File: src/hw/rtl/cpc_pkg.sv
// shared types and constants of the console i/o port controller
package cpc_pkg;

  localparam int NUM_PORTS = 3;

  localparam logic [6:0] LATCH_MASK    = 7'h7F;
  localparam logic [7:0] SCTRL_MASK    = 8'hF8;
  localparam logic [7:0] TX_RESET      = 8'hFF;
  localparam logic [7:0] TX_RESET_LAST = 8'hFB;
  localparam logic [7:0] VER_OVERSEAS  = 8'h80;
  localparam logic [7:0] VER_PAL       = 8'h40;
  localparam logic [7:0] VER_NO_EXP    = 8'h20;

  typedef enum logic [2:0] {
    KIND_UNMAPPED,
    KIND_VERSION,
    KIND_DATA,
    KIND_DIR,
    KIND_TX,
    KIND_SCTRL
  } kind_t;

  typedef enum logic [1:0] {
    CFG_OVERSEAS  = 2'd0,
    CFG_PAL       = 2'd1,
    CFG_EXPANSION = 2'd2
  } cfg_idx_t;

  typedef struct packed {
    kind_t      kind;
    logic [1:0] port;
  } access_t;

  typedef struct packed {
    logic overseas;
    logic pal;
    logic expansion;
  } cfg_t;

  typedef logic [2:0][6:0] pins_t;

endpackage

File: src/hw/rtl/cpc_decode.sv
// offset decoder: register kind and port index of a bus request
module cpc_decode (
  input  logic [3:0]       reg_offset,
  output cpc_pkg::access_t access
);
  import cpc_pkg::*;

  access_t raw;

  always_comb begin
    raw.kind = KIND_UNMAPPED;
    raw.port = 2'd0;
    unique case (reg_offset)
      4'd0: raw.kind = KIND_VERSION;
      4'd1: begin raw.kind = KIND_DATA; raw.port = 2'd0; end
      4'd2: begin raw.kind = KIND_DATA; raw.port = 2'd1; end
      4'd3: begin raw.kind = KIND_DATA; raw.port = 2'd2; end
      4'd4: begin raw.kind = KIND_DIR; raw.port = 2'd0; end
      4'd5: begin raw.kind = KIND_DIR; raw.port = 2'd1; end
      4'd6: begin raw.kind = KIND_DIR; raw.port = 2'd2; end
      4'd7: begin raw.kind = KIND_TX; raw.port = 2'd0; end
      4'd10: begin raw.kind = KIND_TX; raw.port = 2'd1; end
      4'd13: begin raw.kind = KIND_TX; raw.port = 2'd2; end
      4'd9: begin raw.kind = KIND_SCTRL; raw.port = 2'd0; end
      4'd12: begin raw.kind = KIND_SCTRL; raw.port = 2'd1; end
      4'd15: begin raw.kind = KIND_SCTRL; raw.port = 2'd2; end
      default: raw.kind = KIND_UNMAPPED;
    endcase
  end

  // ports that are not built act as unmapped offsets
  always_comb begin
    access = raw;
    if (raw.kind != KIND_UNMAPPED && raw.kind != KIND_VERSION &&
        int'(raw.port) >= NUM_PORTS) begin
      access.kind = KIND_UNMAPPED;
      access.port = 2'd0;
    end
  end

endmodule

File: src/hw/rtl/cpc_regfile.sv
// per-port register file with pin latch refresh and read mux
module cpc_regfile (
  input  logic             clk,
  input  logic             rst,
  input  logic             en,
  input  logic             func,
  input  cpc_pkg::access_t access,
  input  logic [7:0]       write_data,
  input  cpc_pkg::pins_t   pins,
  input  logic [2:0]       drive_mask,
  input  cpc_pkg::cfg_t    cfg,
  output logic [7:0]       read_data,
  output logic             unmapped
);
  import cpc_pkg::*;

  logic [7:0] port_data        [NUM_PORTS];
  logic [7:0] port_direction   [NUM_PORTS];
  logic [7:0] port_tx_data     [NUM_PORTS];
  logic [7:0] port_serial_ctrl [NUM_PORTS];
  logic [6:0] pin_latch        [NUM_PORTS];

  logic [7:0] port_data_next        [NUM_PORTS];
  logic [7:0] port_direction_next   [NUM_PORTS];
  logic [7:0] port_tx_data_next     [NUM_PORTS];
  logic [7:0] port_serial_ctrl_next [NUM_PORTS];
  logic [6:0] pin_latch_next        [NUM_PORTS];

  logic refresh;

  always_comb begin
    logic [6:0] dir7;
    logic [6:0] v;
    dir7 = '0;
    v = '0;
    port_data_next        = port_data;
    port_direction_next   = port_direction;
    port_tx_data_next     = port_tx_data;
    port_serial_ctrl_next = port_serial_ctrl;
    pin_latch_next        = pin_latch;
    refresh   = 1'b0;
    read_data = 8'h00;
    unmapped  = 1'b0;

    if (en && func) begin
      unique case (access.kind)
        KIND_DATA: begin
          port_data_next[access.port] = write_data;
          refresh = 1'b1;
        end
        KIND_DIR: begin
          port_direction_next[access.port] = write_data;
          refresh = 1'b1;
        end
        KIND_TX:    port_tx_data_next[access.port] = write_data;
        KIND_SCTRL: port_serial_ctrl_next[access.port] = write_data & SCTRL_MASK;
        default: ;
      endcase
    end else if (en && access.kind == KIND_DATA) begin
      refresh = 1'b1;
    end

    // output bits from data, input bits from driven pins or held
    if (refresh) begin
      for (int i = 0; i < NUM_PORTS; i++) begin
        dir7 = port_direction_next[i][6:0];
        v = (pin_latch[i] & ~dir7) | (port_data_next[i][6:0] & dir7);
        if (drive_mask[i]) begin
          v = (v & dir7) | (pins[i] & ~dir7);
        end
        pin_latch_next[i] = v & LATCH_MASK;
      end
    end

    if (!func) begin
      unique case (access.kind)
        KIND_VERSION: begin
          read_data = (cfg.overseas ? VER_OVERSEAS : 8'h00) |
                      (cfg.pal ? VER_PAL : 8'h00) |
                      (cfg.expansion ? 8'h00 : VER_NO_EXP);
        end
        KIND_DATA: begin
          read_data = {port_direction_next[access.port][7],
                       pin_latch_next[access.port]};
        end
        KIND_DIR:   read_data = port_direction[access.port];
        KIND_TX:    read_data = port_tx_data[access.port];
        KIND_SCTRL: read_data = port_serial_ctrl[access.port];
        KIND_UNMAPPED: begin
          read_data = 8'h00;
          unmapped  = 1'b1;
        end
        default: ;
      endcase
    end
  end

  always_ff @(posedge clk) begin
    if (rst) begin
      for (int i = 0; i < NUM_PORTS; i++) begin
        port_data[i]        <= 8'h00;
        port_direction[i]   <= 8'h00;
        port_tx_data[i]     <= (NUM_PORTS > 2 && i == NUM_PORTS - 1) ? TX_RESET_LAST
                                                                     : TX_RESET;
        port_serial_ctrl[i] <= 8'h00;
        pin_latch[i]        <= LATCH_MASK;
      end
    end else if (en) begin
      port_data        <= port_data_next;
      port_direction   <= port_direction_next;
      port_tx_data     <= port_tx_data_next;
      port_serial_ctrl <= port_serial_ctrl_next;
      pin_latch        <= pin_latch_next;
    end
  end

endmodule

File: src/hw/rtl/console_io_port_controller_core.sv
// top level of the console i/o port controller
// Each request is one bus read or write at a 4-bit register offset, carried with the
// external pin levels and drive mask that hold for that access. A request is taken into
// an input register; when it moves on, it is decoded and applied to the per-port register
// file, and its reply (read byte and unmapped flag) lands in an output register. One
// request is accepted per cycle while the output side is not stalled; a request passes
// through the input register, then the output register. A stalled reply holds the output
// register while one more request waits in the input register.
module console_io_port_controller_core (
  input  logic       clk,
  input  logic       rst,
  // request channel
  input  logic       in_valid,
  output logic       in_ready,
  input  logic       func,
  input  logic [3:0] reg_offset,
  input  logic [7:0] write_data,
  input  logic [6:0] pins_a,
  input  logic [6:0] pins_b,
  input  logic [6:0] pins_c,
  input  logic [2:0] drive_mask,
  // reply channel
  output logic       out_valid,
  input  logic       out_ready,
  output logic [7:0] read_data,
  output logic       unmapped,
  // configuration writes
  input  logic       cfg_we,
  input  logic [1:0] cfg_index,
  input  logic       cfg_data
);
  import cpc_pkg::*;

  // input register
  logic       s0_valid;
  logic       s0_func;
  logic [3:0] s0_offset;
  logic [7:0] s0_wdata;
  pins_t      s0_pins;
  logic [2:0] s0_drive;

  cfg_t       cfg;
  access_t    access;
  logic       advance;
  logic       accept;
  logic [7:0] rd_comb;
  logic       unm_comb;

  // input stage moves on whenever the reply register is free or being drained
  assign advance  = s0_valid && (!out_valid || out_ready);
  assign in_ready = !s0_valid || !out_valid || out_ready;
  assign accept   = in_valid && in_ready;

  always_ff @(posedge clk) begin
    if (rst) begin
      s0_valid <= 1'b0;
    end else if (accept) begin
      s0_valid <= 1'b1;
    end else if (advance) begin
      s0_valid <= 1'b0;
    end
  end

  // request payload, no reset needed
  always_ff @(posedge clk) begin
    if (accept) begin
      s0_func    <= func;
      s0_offset  <= reg_offset;
      s0_wdata   <= write_data;
      s0_pins    <= {pins_c, pins_b, pins_a};
      s0_drive   <= drive_mask;
    end
  end

  // configuration flags, an index past the list is dropped
  always_ff @(posedge clk) begin
    if (rst) begin
      cfg <= '0;
    end else if (cfg_we) begin
      unique case (cfg_index)
        CFG_OVERSEAS:  cfg.overseas  <= cfg_data;
        CFG_PAL:       cfg.pal       <= cfg_data;
        CFG_EXPANSION: cfg.expansion <= cfg_data;
        default: ;
      endcase
    end
  end

  cpc_decode u_decode (
    .reg_offset (s0_offset),
    .access     (access)
  );

  cpc_regfile u_regfile (
    .clk        (clk),
    .rst        (rst),
    .en         (advance),
    .func       (s0_func),
    .access     (access),
    .write_data (s0_wdata),
    .pins       (s0_pins),
    .drive_mask (s0_drive),
    .cfg        (cfg),
    .read_data  (rd_comb),
    .unmapped   (unm_comb)
  );

  // reply register
  always_ff @(posedge clk) begin
    if (rst) begin
      out_valid <= 1'b0;
    end else if (advance) begin
      out_valid <= 1'b1;
    end else if (out_ready) begin
      out_valid <= 1'b0;
    end
  end

  always_ff @(posedge clk) begin
    if (advance) begin
      read_data <= rd_comb;
      unmapped  <= unm_comb;
    end
  end

endmodule

File: config.mk
export PLATFORM = sky130hd
export DESIGN_NAME = console_io_port_controller_core
export DESIGN_NICKNAME = d
export VERILOG_FILES = /design/src/hw/rtl/cpc_pkg.sv /design/src/hw/rtl/cpc_decode.sv /design/src/hw/rtl/cpc_regfile.sv /design/src/hw/rtl/console_io_port_controller_core.sv
export SDC_FILE = /design/constraint.sdc
export NUM_CORES = 1
export LEC_CHECK = 0
export ABC_AREA = 1
export BUFFER_PORTS_ARGS = -buffer_cell sky130_fd_sc_hd__buf_2
export CAP_MARGIN = 0
export CORE_MARGIN = 2
export CORE_UTILIZATION = 55
export DETAILED_ROUTE_END_ITERATION = 8
export GPL_ROUTABILITY_DRIVEN = 1
export PLACE_DENSITY = 0.82
export SLEW_MARGIN = 40
export SYNTH_ARGS = -nofsm -noshare
export SYNTH_HDL_FRONTEND = slang
export SYNTH_SLANG_ARGS = --single-unit
File: constraint.sdc
create_clock -name clk -period 7.25 [get_ports clk]
set_clock_uncertainty 0.1 [all_clocks]
set_input_delay 0.725 -clock clk [delete_from_list [all_inputs] [get_ports clk]]
set_output_delay 0.725 -clock clk [all_outputs]
set_load 0.05 [all_outputs]
Word-level counts from Yosys, hierarchy flattened
Index checks and enable logic that the tools add are counted.
Widths: inputs -> output; s select.
{ "word_totals": {"out_inout_bits": 11, "in_bits": 45, "regBits": 168, "wordCells": 154} }
{ "op_classes": {"bitwise_logic": 24, "muxes": 44, "eq_ne": 20, "magnitude_cmp": 3, "reduce_logical": 31} }
{ "ops": {"columns": ["operator", "n"], "rows": [
  ["$bwmux 24", 4],
  ["$and 7x7->7", 12],
  ["$mux 8", 10],
  ["$bmux 8 s2", 4],
  ["$mux 24", 2],
  ["$mux 23", 2],
  ["$mux 7", 6],
  ["$or 7x7->7", 6],
  ["$pmux 8 s5", 1],
  ["$mux 21", 1],
  ["$not 7->7", 3],
  ["$eq 4x4->1 const B", 5],
  ["$demux 8 s2", 1],
  ["$eq 4x3->1 const B", 4],
  ["$or 8x8->8", 2],
  ["$pmux 3 s5", 1],
  ["$bmux 7 s2", 1],
  ["$reduce_or 3->1", 4],
  ["$reduce_and 3->1", 3],
  ["$eq 4x2->1 const B", 2],
  ["$mux 1", 8],
  ["$reduce_or 4->1", 2],
  ["$logic_and 1x1->1", 7],
  ["$eq 3x2->1 const B", 2],
  ["other kinds (22)", 29]
]} }

Logic depth before layout (Yosys ltp)
{ "logic_depth": {"depth_word": 26, "mapped_depth": 16, "depth_no_buf": 15} }

Modules after synthesis
Synthesis repeated with hierarchy kept, for this count alone.
{ "unflattened": {"hier_cells": 972, "area_unflattened_um2": 7319.5} }
{ "by_module_without_submodules": {"columns": ["module", "area_per_inst_um2", "seq_area_each_um2", "instances", "cells_each"], "rows": [
  ["cpc_regfile", 5540.3, 2102.0, 1, 852],
  ["console_io_port_controller_core", 1606.5, 1481.4, 1, 81],
  ["cpc_decode", 172.7, 0.0, 1, 39]
]} }

Least setup slack after synthesis
No wires, ideal clock.
{ "synth_path": {"path_type": "input to register", "startpoint": "input out_ready", "endpoint": "register s0_drive[0] (enable)", "required_time_ps": 6719, "slack_ps": 4245, "t_arrival_ps": 2474, "setup_time_ps": 431, "n_path_buf": 0, "path_stages": 4, "cell_sequence": "inv_1 -> nand2_1 -> nor2_1 -> nor2_1"} }
{ "synth_via": {"elab_chain_cells": 2} }
{ "synth_rtl": {"columns": ["element", "line_no", "rtl"], "rows": [
  ["start: declaration", "console_io_port_controller_core.sv:24", "input logic out_ready,"],
  ["$logic_or 1x1->1", "console_io_port_controller_core.sv:51", "assign in_ready = !s0_valid || !out_valid || out_ready;"],
  ["$logic_and 1x1->1", "console_io_port_controller_core.sv:52", "assign accept = in_valid && in_ready;"],
  ["named net accept", "console_io_port_controller_core.sv:45", "logic accept;"],
  ["end signal: assignment", "console_io_port_controller_core.sv:71", "s0_drive <= drive_mask;"],
  ["end: declaration", "console_io_port_controller_core.sv:40", "logic [2:0] s0_drive;"]
]} }
The timed path passes the listed nets, and every way through them passes these cells.
A chain may end at the register's enable or synchronous reset.

Worst setup path after layout
{ "layout_path": {"startpoint": "register s0_offset[3]", "endpoint": "register read_data[5] (data pin)"} }
{ "layout_via": {"elab_chain_cells": 26, "word_cells_on_any_way": 87, "cone_classes": "3 x order compare; 18 x eq/ne; 31 x mux; 22 x bitwise; 13 x reduce/logical"} }
{ "layout_rtl": {"columns": ["element", "line_no", "rtl"], "rows": [
  ["start: declaration", "console_io_port_controller_core.sv:37", "logic [3:0] s0_offset;"],
  ["start signal: assignment", "console_io_port_controller_core.sv:68", "s0_offset <= reg_offset;"],
  ["$eq 4x4->1, or another cell as far along", "cpc_decode.sv:13", "unique case (reg_offset)"],
  ["$reduce_or 3->1 (no source line)", null, null],
  ["$pmux 3 s5", "cpc_decode.sv:13", null],
  ["$ne 3x1->1 or $reduce_bool 3->1 (tied branches)", "cpc_decode.sv:34", "if (raw.kind != KIND_UNMAPPED && raw.kind != KIND_VERSION &&"],
  ["$logic_and 1x1->1 (2 in a row)", "cpc_decode.sv:34", null],
  ["$mux 5 *", "cpc_decode.sv:34", null],
  ["$not 2->3 (implied by the code)", null, null],
  ["$ge 3x3->1 (implied by the code) or $lt 3x1->1 (tied branches)", "cpc_regfile.sv:48, cpc_regfile.sv:52", null],
  ["[... 8 more ...]", null, null],
  ["$or 7x7->7", "cpc_regfile.sv:67", "v = (pin_latch[i] & ~dir7) | (port_data_next[i][6:0] & dir7);"],
  ["$and 7x7->7", "cpc_regfile.sv:69", "v = (v & dir7) | (pins[i] & ~dir7);"],
  ["$or 7x7->7", "cpc_regfile.sv:69", null],
  ["$mux 7", "cpc_regfile.sv:68", "if (drive_mask[i]) begin"],
  ["$mux 21", "cpc_regfile.sv:64", "if (refresh) begin"],
  ["$bmux 7 s2", "cpc_regfile.sv:84", "pin_latch_next[access.port]};"],
  ["$mux 7 (implied by the code) (2 in a row)", "cpc_regfile.sv:84", null],
  ["$pmux 8 s5 *", "cpc_regfile.sv:76", "unique case (access.kind)"],
  ["end signal: assignment", "console_io_port_controller_core.sv:121", "read_data <= rd_comb;"],
  ["end: declaration", "console_io_port_controller_core.sv:25", "output logic [7:0] read_data,"]
]} }
Every way passes the cells marked *; elsewhere a longest branch is shown, timed or not. The select of a mux whose other input is x is not followed.

==> results.cfg <==
[layout]
area_growth_syn_to_layout_pct = 13.1
drive_above_1_share = 0.130
nets = 984
layout.filler_cells = 1069
n_antenna_cell = 0
design_area_sq_um = 8110

[drt]
wirelength_um = 19200
drt-initial-drc-count = 856
wl_met2_um = 8870
route.top_layer_used = met4
routedWlPerCell_um = 17.1
routed_via_count = 6425
ant_nets = 0
route.detailed.vias_per_inst = 5.72
m1WireLength_um = 7940
dr.pass1.iters = 6
drcViolationCount = 0
route.met3.wl_um = 1730

[synth]
yosysWarningCount = 0
synthDominantAreaCellType = dfxtp_1
flops_latches_synth = 156
syn_area_per_cell_sq_um = 7.95
synth.cell_area_sq_um = 7170
synthesis.nets = 947
synth-edff-count = 46
async_reset_ff_frac = 0
synth_top_cell_area_share = 0.307
synth_seq_area_share = 0.500
syn-instance-count = 902
synth.area.top_cells = dfxtp_1 (31%), edfxtp_1 (19%), nand2_1 (14%)
yosys_most_used_dff = dfxtp_1
post_synth_num_cell_types = 36

[floorplan]
core_region_area_sq_um = 12700
die_area_sq_um = 14000
chipWidth_um = 118
top_level_ports = 56
floorplan.initialDensity = 0.566
fp.dieH_um = 118
placement_rows = 41

[clocking]
cts_buffer_depth = 2
cts.hold.buffers_added = 0
cts_resized = 0
cts_root_buffer = clkbuf_16
post_cts.repair.setup_buffers = 0
h-tree-depth = 4
clock_sinks = 156
cts-buffers-inserted = 17
tritoncts = done
clk-insertion-delay-late_ps = 450
cts.clk_slew.worst_paths_ps = 60

[placed_design]
detailedPlacementHpwl_um = 12800
finalWeightedCongestion = 0.933
dpl_cell_area_sq_um = 7450
numPortBuffers = 55
dp_worst_setup_slack_ps = 3870

[status]
status = completed

[sta]
maxClockFrequency_mhz = 304
period_needed_ps = 3290
worst_pin_slew_ps = 723
finalSetupViolations = 0
report.final.hold_viol_count = 0
finalWorstSetupSlack_ps = 3960
slew_headroom = 0.516
grt_setup_unrepaired = false
slew_viol_final = 0
final_layout_setup_total_negative_slack_ps = 0
final_clock_period_utilization_by_the_worst_path = 0.454

[worst_setup_path]
worst_ep_required_time_ps = 7330
critical_path_at_ps = 3370
worst-setup-path-type = flop to flop
peak_fanout_along_the_critical_path = 47
endpoint_kind = flop
startpoint_type = flop

[power_and_ir_drop]
max-vdd-ir-drop_mv = 0.169
comb_power_share = 0.088
p_clk_frac = 0.461
power_per_cell_area_nw_per_um2 = 259
power.static_leakage_nw = 3.70
net-switching-power_uw = 516
p_int_mw = 1.58
seq_power_share = 0.451
switching_share = 0.246

[grt]
global_route.overflow_total = 0
groute.usage.overall = 0.284
first_global_vias = 6024
grt_first_pass_wirelength_um = 30900
largest_net_degree_at_the_start_of_global_routing = 58
antenna_found_initial = 0

[worst_hold_path]
hold_path_class = input pin to flop

[flow_run]
drv_cap = 0
[stage by stage]
| step | util | hold WS, ps | total power, mW | cells |
|---|---|---|---|---|
| after floorplan | - | 329 | 1.09 | 902 |
| after global placement | 0.587 | 339 | 1.14 | 1090 |
| after detailed placement | 0.588 | 344 | 1.14 | 1091 |
| after CTS | 0.639 | 349 | 2.09 | 1123 |
| after global routing | 0.640 | 343 | 2.16 | 1124 |
| final | 0.640 | 350 | 2.10 | 1124 |
[sequential cells by signal, indices dropped and copies added (netlist names), 3 cells and up]
| register | count |
|---|---|
| s0_drive | 3 |
| u_regfile.pin_latch | 21 |
| u_regfile.port_data | 21 |
| s0_wdata | 8 |
| s0_pins | 21 |
| u_regfile.port_tx_data | 24 |
| u_regfile.port_serial_ctrl | 15 |
| s0_offset | 4 |
| u_regfile.port_direction | 24 |
| cfg | 3 |
| read_data | 8 |
[cells in the mapped netlist, types with 3 or more instances]
| library cell | number |
|---|---|
| a21oi_1 | 55 |
| a31oi_1 | 11 |
| buf_2 | 11 |
| buf_4 | 8 |
| buf_6 | 7 |
| clkbuf_1 | 15 |
| dfxtp_1 | 110 |
| edfxtp_1 | 46 |
| inv_1 | 76 |
| inv_2 | 5 |
| mux2i_1 | 16 |
| nand2_1 | 258 |
| nand2_2 | 6 |
| nand3_1 | 126 |
| nand3_2 | 3 |
| nor2_1 | 46 |
| nor2_4 | 4 |
| nor3_1 | 7 |
| nor4_1 | 3 |
| o211ai_1 | 20 |
| o21ai_0 | 41 |
| o21ai_2 | 6 |
| o221ai_1 | 3 |
[layout make-up]
class,instances,area (sq um),area share
Timing Repair Buffer,61,335,0.0413
Clock inverter,10,163,0.0201
Tap cell,172,215,0.0265
Clock buffer,22,475,0.0586
Multi-Input combinational cell,621,3030,0.374
Inverter,82,308,0.0380
Sequential cell,156,3580,0.442
[critical path, cell delays in order, from the launching register on]
cell      delay, ps
edfxtp_1        450
nand2_1         140
inv_1            60
nand2_1          90
nand3_2          70
buf_4           300
inv_2           430
nand2_1         380
nor2_1          300
o32ai_1         160
nor3_1          380
a21oi_1         130
[per-layer routing]
metal | track usage | vias to the layer above
met3 | 0.0801 | 65
li1 | - | 3094
met1 | 0.359 | 2958
met5 | 0 | -
met4 | 0.127 | 0
met2 | 0.452 | 308
[logic make-up after synthesis]
kind of cell / count (synthesis) / synth area share
buffers and inverters: 125 / 0.0789
AOI/OAI and AO/OA: 142 / 0.114
and+or+nand+nor: 463 / 0.284
muxes: 16 / 0.0223
DFF: 156 / 0.500
[power groups by stage]
stage          Combinational, mW  Clock [mW]  Sequential, mW
4_1_cts                    0.178       0.967           0.946
3_5_place_dp               0.177           0           0.965
2_1_floorplan              0.122           0           0.964
6_report                   0.184       0.967           0.947
3_3_place_gp               0.174           0           0.965
5_1_grt                    0.200        1.01           0.949
[cells in the final DEF, fill, tap and decap left out, types with 3 or more instances in the layout]
| cell type | count |
|---|---|
| clkbuf_16 | 18 |
| nor3_1 | 7 |
| bufinv_16 | 4 |
| nand3_2 | 3 |
| o21ai_0 | 41 |
| a31oi_1 | 11 |
| inv_2 | 5 |
| nor2_2 | 3 |
| buf_4 | 4 |
| nor2_1 | 44 |
| edfxtp_1 | 46 |
| o21ai_2 | 6 |
| nor4_1 | 3 |
| dfxtp_1 | 110 |
| nor2_4 | 5 |
| mux2i_1 | 16 |
| buf_2 | 55 |
| inv_1 | 76 |
| nand3_1 | 126 |
| o211ai_1 | 20 |
| nand2_2 | 6 |
| a21oi_1 | 55 |
| o221ai_1 | 3 |
| nand2_1 | 258 |
| clkinvlp_4 | 3 |
| clkbuf_1 | 3 |
[final timing paths]
path	startpoint	to	slack, ps	cells after the start
max	s0_offset[3]$_DFFE_PP_	read_data[5]$_SDFFCE_PP0P_	3960	11
min	pins_b[4]	s0_pins[11]$_DFFE_PP_	350	1
max reg2reg	s0_offset[3]$_DFFE_PP_	read_data[5]$_SDFFCE_PP0P_	3960	11
min reg2reg	u_regfile.port_serial_ctrl[14]$_SDFFE_PP0P_	u_regfile.port_serial_ctrl[14]$_SDFFE_PP0P_	360	2
(Power assumes the default switching activity.)
